===== src/design/i2a_pkg.sv =====
// Shared types, constants and helpers for the integer to ASCII converter.
package i2a_pkg;

   // Default width of the converted value
   localparam int VALUE_WIDTH_DEF = 64;

   // Mode codes
   localparam logic [1:0] FUNC_UDEC = 2'd0;
   localparam logic [1:0] FUNC_SDEC = 2'd1;
   localparam logic [1:0] FUNC_HEX  = 2'd2;

   // Fixed characters
   localparam logic [7:0] CHAR_MINUS  = 8'h2D;
   localparam logic [7:0] CHAR_SUFFIX = 8'h68;

   localparam logic [7:0] HEX_GLYPHS [16] = '{
      8'h30, 8'h31, 8'h32, 8'h33, 8'h34, 8'h35, 8'h36, 8'h37,
      8'h38, 8'h39, 8'h41, 8'h42, 8'h43, 8'h44, 8'h45, 8'h46
   };

   typedef enum logic [2:0] {
      ST_IDLE,
      ST_CONVERT,
      ST_STRIP,
      ST_SIGN,
      ST_DIGIT,
      ST_SUFFIX
   } state_type;

   // Commands from the sequencer to the digit unit
   typedef struct packed {
      logic load;
      logic hex;
      logic step;
      logic shift;
   } dab_ctrl_type;

   // Decimal digits needed for a w-bit unsigned value: floor(w*log10(2)) + 1
   function automatic int digit_count(input int w);
      digit_count = (w * 30103) / 100000 + 1;
   endfunction

   // ASCII glyph of one digit
   function automatic logic [7:0] glyph(input logic [3:0] d);
      glyph = HEX_GLYPHS[d];
   endfunction

endpackage


===== src/design/i2a_if.sv =====
// Request and response channel interfaces of the integer to ASCII converter.
interface i2a_req_if;
   logic        valid;
   logic        ready;
   logic [63:0] value;
   logic [1:0]  func;

   modport source (output valid, output value, output func, input ready);
   modport sink   (input valid, input value, input func, output ready);
endinterface

interface i2a_rsp_if;
   logic       valid;
   logic       ready;
   logic [7:0] ascii_char;
   logic       last;

   modport source (output valid, output ascii_char, output last, input ready);
   modport sink   (input valid, input ascii_char, input last, output ready);
endinterface


===== src/design/i2a_dabble.sv =====
// Digit register with the shared shift-and-add-3 unit of the converter.
module i2a_dabble #(
   parameter int VALUE_WIDTH = i2a_pkg::VALUE_WIDTH_DEF
) (
   input  logic                   clock,
   input  i2a_pkg::dab_ctrl_type  ctrl,
   input  logic [VALUE_WIDTH-1:0] mag,
   output logic [3:0]             top_digit
);

   localparam int DIGITS = i2a_pkg::digit_count(VALUE_WIDTH);
   localparam int BCD_W  = DIGITS * 4;

   logic [BCD_W-1:0]       bcd_ff, bcd_in;
   logic [VALUE_WIDTH-1:0] mag_ff, mag_in;
   logic [BCD_W-1:0]       adj;

   // Add 3 to every digit of five or more
   always_comb begin
      for (int i = 0; i < DIGITS; i++) begin
         if (bcd_ff[i*4 +: 4] >= 4'd5) begin
            adj[i*4 +: 4] = bcd_ff[i*4 +: 4] + 4'd3;
         end else begin
            adj[i*4 +: 4] = bcd_ff[i*4 +: 4];
         end
      end
   end

   // Load, step the conversion or drop the top digit
   always_comb begin
      bcd_in = bcd_ff;
      mag_in = mag_ff;
      if (ctrl.load) begin
         mag_in = mag;
         if (ctrl.hex) begin
            bcd_in = BCD_W'(mag);
         end else begin
            bcd_in = '0;
         end
      end else if (ctrl.step) begin
         bcd_in = {adj[BCD_W-2:0], mag_ff[VALUE_WIDTH-1]};
         mag_in = {mag_ff[VALUE_WIDTH-2:0], 1'b0};
      end else if (ctrl.shift) begin
         bcd_in = {bcd_ff[BCD_W-5:0], 4'd0};
      end
   end

   always_ff @(posedge clock) begin
      bcd_ff <= bcd_in;
      mag_ff <= mag_in;
   end

   assign top_digit = bcd_ff[BCD_W-1 -: 4];

endmodule


===== src/design/integer_to_ascii_converter.sv =====
// Top level of the integer to ASCII converter: sequencer and response register.
// Decimal: a shift-and-add-3 step per value bit, then a strip step per leading zero digit
// plus a final one, a sign step when negative and a step per character. A new request is
// accepted only in idle, after the last character of the previous one is loaded.
// Hex: no conversion, the same strip and character steps plus the suffix. Response stalls
// hold the character steps; synchronous reset returns to idle and empties the output.
module integer_to_ascii_converter #(
   parameter int VALUE_WIDTH = i2a_pkg::VALUE_WIDTH_DEF
) (
   input  logic      clock,
   input  logic      reset,
   i2a_req_if.sink   req_ch,
   i2a_rsp_if.source rsp_ch
);

   localparam int DIGITS  = i2a_pkg::digit_count(VALUE_WIDTH);
   localparam int CNT_W   = $clog2(DIGITS + 1);
   localparam int BIT_W   = $clog2(VALUE_WIDTH);

   i2a_pkg::state_type    state_ff, state_in;
   i2a_pkg::dab_ctrl_type ctrl;

   logic [BIT_W-1:0]       bit_cnt_ff, bit_cnt_in;
   logic [CNT_W-1:0]       dig_cnt_ff, dig_cnt_in;
   logic                   neg_ff, neg_in;
   logic                   hex_ff, hex_in;
   logic [VALUE_WIDTH-1:0] v, mag;
   logic                   req_neg;
   logic [3:0]             top_digit;

   logic       rsp_valid_ff, rsp_valid_in;
   logic [7:0] rsp_char_ff, rsp_char_in;
   logic       rsp_last_ff, rsp_last_in;
   logic       out_load;
   logic       out_free;

   // Magnitude of the incoming request
   assign v       = req_ch.value[VALUE_WIDTH-1:0];
   assign req_neg = (req_ch.func == i2a_pkg::FUNC_SDEC) && v[VALUE_WIDTH-1];
   assign mag     = req_neg ? VALUE_WIDTH'(~v + 1'b1) : v;

   assign req_ch.ready = (state_ff == i2a_pkg::ST_IDLE);
   assign out_free     = !rsp_valid_ff || rsp_ch.ready;

   i2a_dabble #(
      .VALUE_WIDTH(VALUE_WIDTH)
   ) u_dabble (
      .clock    (clock),
      .ctrl     (ctrl),
      .mag      (mag),
      .top_digit(top_digit)
   );

   // Sequencer: next state, digit unit commands and character selection
   always_comb begin
      state_in    = state_ff;
      bit_cnt_in  = bit_cnt_ff;
      dig_cnt_in  = dig_cnt_ff;
      neg_in      = neg_ff;
      hex_in      = hex_ff;
      ctrl        = '0;
      out_load    = 1'b0;
      rsp_char_in = rsp_char_ff;
      rsp_last_in = rsp_last_ff;
      unique case (state_ff)
         i2a_pkg::ST_IDLE: begin
            if (req_ch.valid) begin
               neg_in = req_neg;
               hex_in = (req_ch.func == i2a_pkg::FUNC_HEX);
               ctrl.hex = hex_in;
               if (req_ch.func == i2a_pkg::FUNC_HEX) begin
                  // count every nibble of the digit register, padding included
                  ctrl.load  = 1'b1;
                  dig_cnt_in = CNT_W'(DIGITS);
                  state_in   = i2a_pkg::ST_STRIP;
               end else if (req_ch.func == i2a_pkg::FUNC_UDEC ||
                            req_ch.func == i2a_pkg::FUNC_SDEC) begin
                  ctrl.load  = 1'b1;
                  dig_cnt_in = CNT_W'(DIGITS);
                  bit_cnt_in = BIT_W'(VALUE_WIDTH - 1);
                  state_in   = i2a_pkg::ST_CONVERT;
               end
            end
         end
         i2a_pkg::ST_CONVERT: begin
            ctrl.step = 1'b1;
            if (bit_cnt_ff == '0) begin
               state_in = i2a_pkg::ST_STRIP;
            end else begin
               bit_cnt_in = bit_cnt_ff - 1'b1;
            end
         end
         i2a_pkg::ST_STRIP: begin
            if (top_digit == 4'd0 && dig_cnt_ff > CNT_W'(1)) begin
               ctrl.shift = 1'b1;
               dig_cnt_in = dig_cnt_ff - 1'b1;
            end else if (neg_ff) begin
               state_in = i2a_pkg::ST_SIGN;
            end else begin
               state_in = i2a_pkg::ST_DIGIT;
            end
         end
         i2a_pkg::ST_SIGN: begin
            if (out_free) begin
               out_load    = 1'b1;
               rsp_char_in = i2a_pkg::CHAR_MINUS;
               rsp_last_in = 1'b0;
               state_in    = i2a_pkg::ST_DIGIT;
            end
         end
         i2a_pkg::ST_DIGIT: begin
            if (out_free) begin
               out_load    = 1'b1;
               rsp_char_in = i2a_pkg::glyph(top_digit);
               rsp_last_in = (dig_cnt_ff == CNT_W'(1)) && !hex_ff;
               ctrl.shift  = 1'b1;
               dig_cnt_in  = dig_cnt_ff - 1'b1;
               if (dig_cnt_ff == CNT_W'(1)) begin
                  state_in = hex_ff ? i2a_pkg::ST_SUFFIX : i2a_pkg::ST_IDLE;
               end
            end
         end
         i2a_pkg::ST_SUFFIX: begin
            if (out_free) begin
               out_load    = 1'b1;
               rsp_char_in = i2a_pkg::CHAR_SUFFIX;
               rsp_last_in = 1'b1;
               state_in    = i2a_pkg::ST_IDLE;
            end
         end
         default: begin
            state_in = i2a_pkg::ST_IDLE;
         end
      endcase
   end

   // Hold the response until it is taken
   assign rsp_valid_in = out_load || (rsp_valid_ff && !rsp_ch.ready);

   always_ff @(posedge clock) begin
      if (reset) begin
         state_ff     <= i2a_pkg::ST_IDLE;
         rsp_valid_ff <= 1'b0;
      end else begin
         state_ff     <= state_in;
         rsp_valid_ff <= rsp_valid_in;
      end
   end

   always_ff @(posedge clock) begin
      bit_cnt_ff  <= bit_cnt_in;
      dig_cnt_ff  <= dig_cnt_in;
      neg_ff      <= neg_in;
      hex_ff      <= hex_in;
      rsp_char_ff <= rsp_char_in;
      rsp_last_ff <= rsp_last_in;
   end

   assign rsp_ch.valid      = rsp_valid_ff;
   assign rsp_ch.ascii_char = rsp_char_ff;
   assign rsp_ch.last       = rsp_last_ff;

   // Decimal digits leaving the digit unit are proper decimal digits
   a_bcd_digit: assert property (@(posedge clock) disable iff (reset)
      (state_ff == i2a_pkg::ST_DIGIT && !hex_ff) |-> (top_digit < 4'd10))
      else $error("digit unit produced a non-decimal digit");

   // Never send a digit with an exhausted count
   a_digit_count: assert property (@(posedge clock) disable iff (reset)
      (state_ff == i2a_pkg::ST_DIGIT) |-> (dig_cnt_ff != '0))
      else $error("digit sent with zero count");

   // The conversion runs its full number of steps
   a_convert_done: assert property (@(posedge clock) disable iff (reset)
      (state_ff == i2a_pkg::ST_STRIP && $past(state_ff) == i2a_pkg::ST_CONVERT)
      |-> ($past(bit_cnt_ff) == '0))
      else $error("conversion left early");

   // A new character only replaces a taken or empty response
   a_no_overwrite: assert property (@(posedge clock) disable iff (reset)
      (rsp_valid_ff && !rsp_ch.ready) |=> $stable(rsp_char_ff))
      else $error("pending response overwritten");

endmodule

===== src/flat_wrapper.sv =====
// flat-port wrapper written by rule: the top's interface ports become plain ports
module integer_to_ascii_converter_flat 
#(
   parameter int VALUE_WIDTH = i2a_pkg::VALUE_WIDTH_DEF
)
  (clock, reset, req_ch_valid, req_ch_value, req_ch_func, req_ch_ready, rsp_ch_valid, rsp_ch_ascii_char, rsp_ch_last, rsp_ch_ready);
  i2a_req_if req_ch_i ();
  i2a_rsp_if rsp_ch_i ();
  input  logic clock;
  input  logic reset;
  input wire logic [$bits(req_ch_i.valid)-1:0] req_ch_valid;
  input wire logic [$bits(req_ch_i.value)-1:0] req_ch_value;
  input wire logic [$bits(req_ch_i.func)-1:0] req_ch_func;
  output wire logic [$bits(req_ch_i.ready)-1:0] req_ch_ready;
  output wire logic [$bits(rsp_ch_i.valid)-1:0] rsp_ch_valid;
  output wire logic [$bits(rsp_ch_i.ascii_char)-1:0] rsp_ch_ascii_char;
  output wire logic [$bits(rsp_ch_i.last)-1:0] rsp_ch_last;
  input wire logic [$bits(rsp_ch_i.ready)-1:0] rsp_ch_ready;
  assign req_ch_i.valid = req_ch_valid;
  assign req_ch_i.value = req_ch_value;
  assign req_ch_i.func = req_ch_func;
  assign req_ch_ready = req_ch_i.ready;
  assign rsp_ch_valid = rsp_ch_i.valid;
  assign rsp_ch_ascii_char = rsp_ch_i.ascii_char;
  assign rsp_ch_last = rsp_ch_i.last;
  assign rsp_ch_i.ready = rsp_ch_ready;
  integer_to_ascii_converter #(.VALUE_WIDTH(VALUE_WIDTH)) u_core (.clock(clock), .reset(reset), .req_ch(req_ch_i), .rsp_ch(rsp_ch_i));
endmodule

===== config.mk =====
export PLATFORM = sky130hd
export DESIGN_NAME = integer_to_ascii_converter_flat
export DESIGN_NICKNAME = d
export VERILOG_FILES = /design/src/design/i2a_pkg.sv /design/src/design/i2a_if.sv /design/src/design/i2a_dabble.sv /design/src/design/integer_to_ascii_converter.sv /design/src/flat_wrapper.sv
export SDC_FILE = /design/constraint.sdc
export NUM_CORES = 1
export LEC_CHECK = 0
export BUFFER_PORTS_ARGS = -buffer_cell sky130_fd_sc_hd__buf_2
export CAP_MARGIN = 0
export CORE_MARGIN = 2
export CORE_UTILIZATION = 42
export CTS_BUF_LIST = sky130_fd_sc_hd__clkbuf_8
export DETAILED_ROUTE_END_ITERATION = 8
export SETUP_SLACK_MARGIN = 0.02
export SLEW_MARGIN = 20
export SYNTH_ARGS = -nofsm -noshare
export SYNTH_HDL_FRONTEND = slang
export SYNTH_SLANG_ARGS = --single-unit
export TNS_END_PERCENT = 30

===== constraint.sdc =====
create_clock -name clock -period 6.25 [get_ports clock]
set_input_delay 1.875 -clock clock [delete_from_list [all_inputs] [get_ports clock]]
set_output_delay 1.875 -clock clock [all_outputs]
set_load 0.02 [all_outputs]

# Word level (Yosys, flattened, before mapping)
# Memories as Yosys holds them, arrays and structs flattened.
# Cells that the tools add are included.
[totals]
reg_bits = 170
latchBits = 0
ramBits = 0
rom_bits = 128
in_bits = 70
out_inout_bits = 11
wordCells = 172
mem_count = 1
[classes]
n_addsub = 23
multipliers = 0
div = 0
order_cmp = 22
n_eq_ne = 20
n_shift = 0
n_mux = 69
n_bitwise = 2
reduce_logical = 25
[memory_table]
columns = ["name", "words", "width", "rd", "rd_clocked_by_memory_dff", "write_ports", "line_no", "source"]
rows = [
  ["(name not given)", 16, 8, 1, 0, 0, "i2a_pkg.sv:45", "glyph = HEX_GLYPHS[d];"],
]
[op_table]
columns = ["operator", "n"]
rows = [
  ["$mux W64", 4],
  ["$mux W80", 3],
  ["$ge A4 B3 Y1 const B", 20],
  ["$add A4 B2 Y4 const B", 19],
  ["$mux W4", 19],
  ["$add A64 B1 Y64 const B", 1],
  ["$not A64 Y64", 1],
  ["$mux W8", 5],
  ["$mux W3", 12],
  ["$mux W5", 5],
  ["$mux W6", 4],
  ["$pmux W8 S3", 1],
  ["$pmux W3 S6", 1],
  ["$pmux W5 S3", 1],
  ["$ne A2 B1 Y1 const B", 7],
  ["$pmux W6 S2", 1],
  ["$reduce_and A5 Y1", 2],
  ["$mux W1", 9],
  ["$reduce_bool A3 Y1", 3],
  ["$ne A2 B2 Y1 const B", 4],
  ["$reduce_and A8 Y1", 1],
  ["$eq A3 B2 Y1 const B", 2],
  ["$eq A3 B3 Y1 const B", 2],
  ["$logic_not A6 Y1", 1],
  ["other kinds (24)", 33],
]

# Logic depth before layout (Yosys ltp)
[logic_depth]
word_depth = 8
ltp_mapped = 9
ltp_nobuf = 8

# Cells and area by module
# From an unflattened synthesis, not the netlist that was laid out.
[hier_totals]
hier_cells = 1090
hier_area_um2 = 11179.5
[modules_own_cells]
columns = ["mod", "instances", "cells_per_inst", "area_per_inst_um2", "seq_area_each_um2"]
rows = [
  ["i2a_dabble", 1, 731, 8349.3, 4324.1],
  ["integer_to_ascii_converter", 1, 359, 2830.2, 710.7],
]

# Worst setup path after synthesis
# Ideal clock, no wire load.
[synth_timing]
path_kind = "input to register"
from = "input port req_ch_func[0]"
to = "register u_core.u_dabble.bcd_ff[0], enable pin"
setup_ns = 0.995
arrival_time_ns = 4.707
t_required_ns = 5.255
path_slack_ns = 0.549
stages = 6
path_buffers = 2
path_cell_list = "nand2_1 > and3_1 > clkbuf_1 > nor2_1 > clkbuf_1 > nand3_1"
[synth_via]
elab_chain_cells = 7
[synth_lines]
columns = ["element", "line_no", "source"]
rows = [
  ["start: declaration", "flat_wrapper.sv:13", "input wire logic [$bits(req_ch_i.func)-1:0] req_ch_func;"],
  ["$eq A2 B1 Y1 / $logic_not A2 Y1 (equally long branches)", "integer_to_ascii_converter.sv:77, integer_to_ascii_converter.sv:76", ""],
  ["$logic_or A1 B1 Y1", "integer_to_ascii_converter.sv:76", "end else if (req_ch.func == i2a_pkg::FUNC_UDEC ||"],
  ["$mux W1", "integer_to_ascii_converter.sv:76", ""],
  ["$mux W1 *", "integer_to_ascii_converter.sv:71", "if (req_ch.func == i2a_pkg::FUNC_HEX) begin"],
  ["$mux W2 *", "integer_to_ascii_converter.sv:67", "if (req_ch.valid) begin"],
  ["$mux W2 *", "integer_to_ascii_converter.sv:65", "unique case (state_ff)"],
  ["$reduce_bool A3 Y1 (no line) *", "-", ""],
  ["end signal: assignment", "i2a_dabble.sv:49", "bcd_ff <= bcd_in;"],
  ["end: declaration", "i2a_dabble.sv:14", "logic [BCD_W-1:0] bcd_ff, bcd_in;"],
]
# Mark *: on every way between the ends. The rest lies on a longest branch, timed or not.
# A chain may end at the register's enable or synchronous reset.

# Worst setup path after layout
[layout_timing]
from = "input port req_ch_value[0]"
to = "register u_core.u_dabble.mag_ff[56] (data pin)"
[layout_via]
elab_chain_cells = 4
[layout_lines]
columns = ["element", "line_no", "source"]
rows = [
  ["start: declaration", "flat_wrapper.sv:12", "input wire logic [$bits(req_ch_i.value)-1:0] req_ch_value;"],
  ["$not A64 Y64", "integer_to_ascii_converter.sv:40", "assign mag = req_neg ? VALUE_WIDTH'(~v + 1'b1) : v;"],
  ["$add A64 B1 Y64", "integer_to_ascii_converter.sv:40", ""],
  ["$mux W64", "integer_to_ascii_converter.sv:40", ""],
  ["$mux W64", "i2a_dabble.sv:33", "if (ctrl.load) begin"],
  ["via u_core.u_dabble.mag_in[56]", "i2a_dabble.sv:15", "logic [VALUE_WIDTH-1:0] mag_ff, mag_in;"],
  ["end signal: assignment", "i2a_dabble.sv:50", "mag_ff <= mag_in;"],
  ["end: declaration", "i2a_dabble.sv:15", ""],
]
# The timed path passes the listed nets, and every way through them passes these cells.

==> summary.md <==
Placement
- **Post-Place Worst Slack** 1.53 ns
- **half-perimeter wire length after detailed placement** 19.8 mm
- **total of buffers placed on input and output ports** 79
- **final RePlAce weighted congestion** 0.839

Floorplan
- **overall die width** 166 µm
- **Starting Density** 42.4%
- **num rows** 59
- **die outline height** 166 µm
- **Total Die Area** 27500 µm²
- **core region area** 25900 µm²
- **number of top-level design ports** 81

Layout
- **FILL cells** 2455
- **proportion of layout cells with a drive suffix above 1** 11.2%
- **number of nets in the final layout** 1355
- **area occupied by multi-input gates** 5560 µm²
- **Layout area overhead** 10.3%
- **sequential cell area in the final layout** 5030 µm²

Critical path
- **Largest delay share family, worst path** simple AND/OR/NAND/NOR gates
- **category of the most critical setup path** in2reg
- **required time of the worst setup path** 6.46 ns
- **kind of end point of the critical path** flop
- **kind of start point of the critical path** primary input
- **delay of the slowest critical-path stage** 0.79 ns
- **combined buffer and inverter count along the critical path** 2
- **cell chain of the critical path** buf_2 > inv_1 > ha_1 > nor4b_2 > nand4b_1 > nor3_2 > a31oi_1 > xnor2_1 > o21ai_1
- **data arrival at the endpoint of the critical path** 4.55 ns
- **Max stage delay cell, worst path** nor3_2
- **top fanout value on the critical path** 12

Synthesis
- **Post-Synthesis Mean Instance Area** 9.28 µm²
- **register area share after synthesis** 45.8%
- **top cells by area, synth** edfxtp_1 45%, o21ai_0 5.9%, ha_1 5.5%
- **Distinct cells, synth** 61
- **commonest cells in the netlist** 165 x edfxtp_1, 158 x nand2_1, 130 x o21ai_0
- **Post-synth EDFFs** 165
- **total number of yosys warnings** 0
- **post-synthesis sequential element count** 169
- **prevailing post-synth register cell** edfxtp_1
- **mapped cell area** 11000 µm²
- **most used standard cell by instance count after synthesis** edfxtp_1
- **number of instances in the synthesized netlist** 1185
- **cell taking the most area after synthesis** edfxtp_1
- **share of synthesized flip-flops with an asynchronous set or reset** 0%
- **share of the synthesized area in the top cell type** 45.1%
- **Mapped Nets** 1303

Timing
- **measured slew at the worst slew-check pin** 0.963 ns
- **Setup Viol. Count Final** 0
- **Sum Neg Setup Slack** 0 ns
- **Tmin final** 4.35 ns
- **worst-case clock skew** 0.0153 ns
- **post-layout worst setup margin** 1.90 ns
- **number of pins exceeding their max-slew limit in the final report** 0
- **tightest hold margin** 0.531 ns
- **Peak Freq** 230 MHz
- **Max-Slew Margin vs Limit** 35.2%
- **Final period util** 69.6%
- **hold violation count in the final report** 0
- **RSZ-0062 raised after global routing** no

GRT
- **vias in the first global route** 8484
- **Overall Global Routing Usage** 20.3%
- **initial antenna violation count** 5
- **largest net degree at the start of global routing** 94
- **first-pass GRT wire length** 45.3 mm
- **Remaining Overflow, GRT** 0

Drt
- **drc violations** 0
- **metal3 WL** 1.73 mm
- **average via count per standard cell** 5.74
- **Met1 Wirelength** 13.4 mm
- **number of vias in the routed layout** 9117
- **uppermost metal layer occupied by signal nets** met5
- **total wirelength of the detailed-routed design** 28.4 mm
- **drt wl/cell** 17.9 µm
- **ANT nets after route** 0
- **DRC violation total after the first TritonRoute iteration** 744
- **wire length on met2** 12.9 mm
- **Initial DRT Pass Iterations** 5

Clocking
- **sinks on the clock net** 169
- **depth of the CTS H-tree** 4
- **total CTS buffers** 17
- **clock tree from TritonCTS** built
- **number of buffers inserted for hold repair after clock tree synthesis** 0
- **quantity of gates resized following cts** 0
- **Clock Tree Root** clkbuf_8
- **clock latency reported for the late side of the worst-skew pair** 0.48 ns
- **post-CTS repair timing setup buffer count** 0
- **CTS max path bufs** 2
- **Worst-path clk slew** 0.09 ns

Pwr
- **power per unit of standard cell area** 487 nW/µm²
- **VDD IR-drop max** 0.000240 V
- **leakage power** 4.33 nW

Hold path
- **classification of the worst-slack hold path** reg2reg

Outcome
- **run status** complete, no violations

Job
- **max-cap check violation count** 0

[registers in the layout (all words and copies together) (netlist names)]
name and flops:
u_core.bit_cnt_ff 6, u_core.rsp_ch.last 1, u_core.dig_cnt_ff 5, u_core.u_dabble.mag_ff 64, u_core.u_dabble.bcd_ff 80, u_core.rsp_ch.ascii_char 7, u_core.state_ff 3, u_core.hex_ff 1
u_core.rsp_ch.valid 1, u_core.neg_ff 1
[metal layers]
layer | global-route usage [%] | vias to the layer above
met3 | 3.84 | 35
met5 | 0 | -
li1 | - | 4442
met4 | 6.09 | 4
met1 | 29.2 | 4346
met2 | 31.1 | 290
[cell type report]
class	count	area share, %
clock buffer	17	1.93
clock inverter	15	1.34
multi-input combinational	899	45.8
sequential	169	41.5
antenna	4	0.0825
timing repair buffer	88	3.92
tap	335	3.46
inverter	62	1.92
[through the flow]
step                total power, mW  instance area [µm²]  cells  util, %
finish                         5.91                12100   1589     46.8
global route                   6.42                12100   1588     46.8
CTS                            5.94                12100   1585     46.8
detailed placement             5.12                11700   1553     45.2
global placement               5.04                11700   1553     45.2
floorplan                      4.42                11000   1185        -
[logic make-up after synthesis]
kind of cell	count (synthesis)	synth area share, %
and+or+nand+nor	404	17.7
AOI/OAI and AO/OA	354	19.6
DFF	169	45.8
buffers and inverters	117	4.03
xor gates and xnor gates	87	6.93
adders and majority gates	48	5.46
muxes	5	0.455
other	1	0.0341
[path summary, 6_finish.rpt]
check | start | endpoint | slack, ns | cells after the start
hold / removal | u_core.u_dabble.mag_ff[42] | u_core.u_dabble.mag_ff[43] | 0.53 | 2
setup / recovery | req_ch_value[0] | u_core.u_dabble.mag_ff[56] | 1.90 | 9
setup reg to reg | u_core.state_ff[0] | u_core.u_dabble.bcd_ff[44] | 2.93 | 6
hold reg to reg | u_core.u_dabble.mag_ff[42] | u_core.u_dabble.mag_ff[43] | 0.53 | 2
[cells in the final DEF, fill, tap and decap left out, types with 16 or more instances in the layout]
| master | instances |
|---|---|
| edfxtp_1 | 165 |
| nand3_1 | 21 |
| nor3_1 | 25 |
| xnor2_1 | 68 |
| a21oi_1 | 74 |
| a31oi_1 | 16 |
| nand2b_1 | 20 |
| clkbuf_8 | 17 |
| buf_2 | 79 |
| a32oi_1 | 29 |
| inv_1 | 61 |
| xor2_1 | 19 |
| ha_1 | 48 |
| nand2_1 | 157 |
| o21ai_1 | 30 |
| nor2_1 | 92 |
| o21ai_0 | 130 |
[tightest hold or removal path: stages, from the launching register on]
cell and delay [ns]:
edfxtp_1 0.33, nand2_1 0.04, o21ai_1 0.06
[power breakdown]
group	switching [mW]	total, mW	internal (mW)
logic	1.55	2.52	0.967
clock network	0.457	0.820	0.363
registers	0.454	2.57	2.12
(Power assumes the default switching activity.)
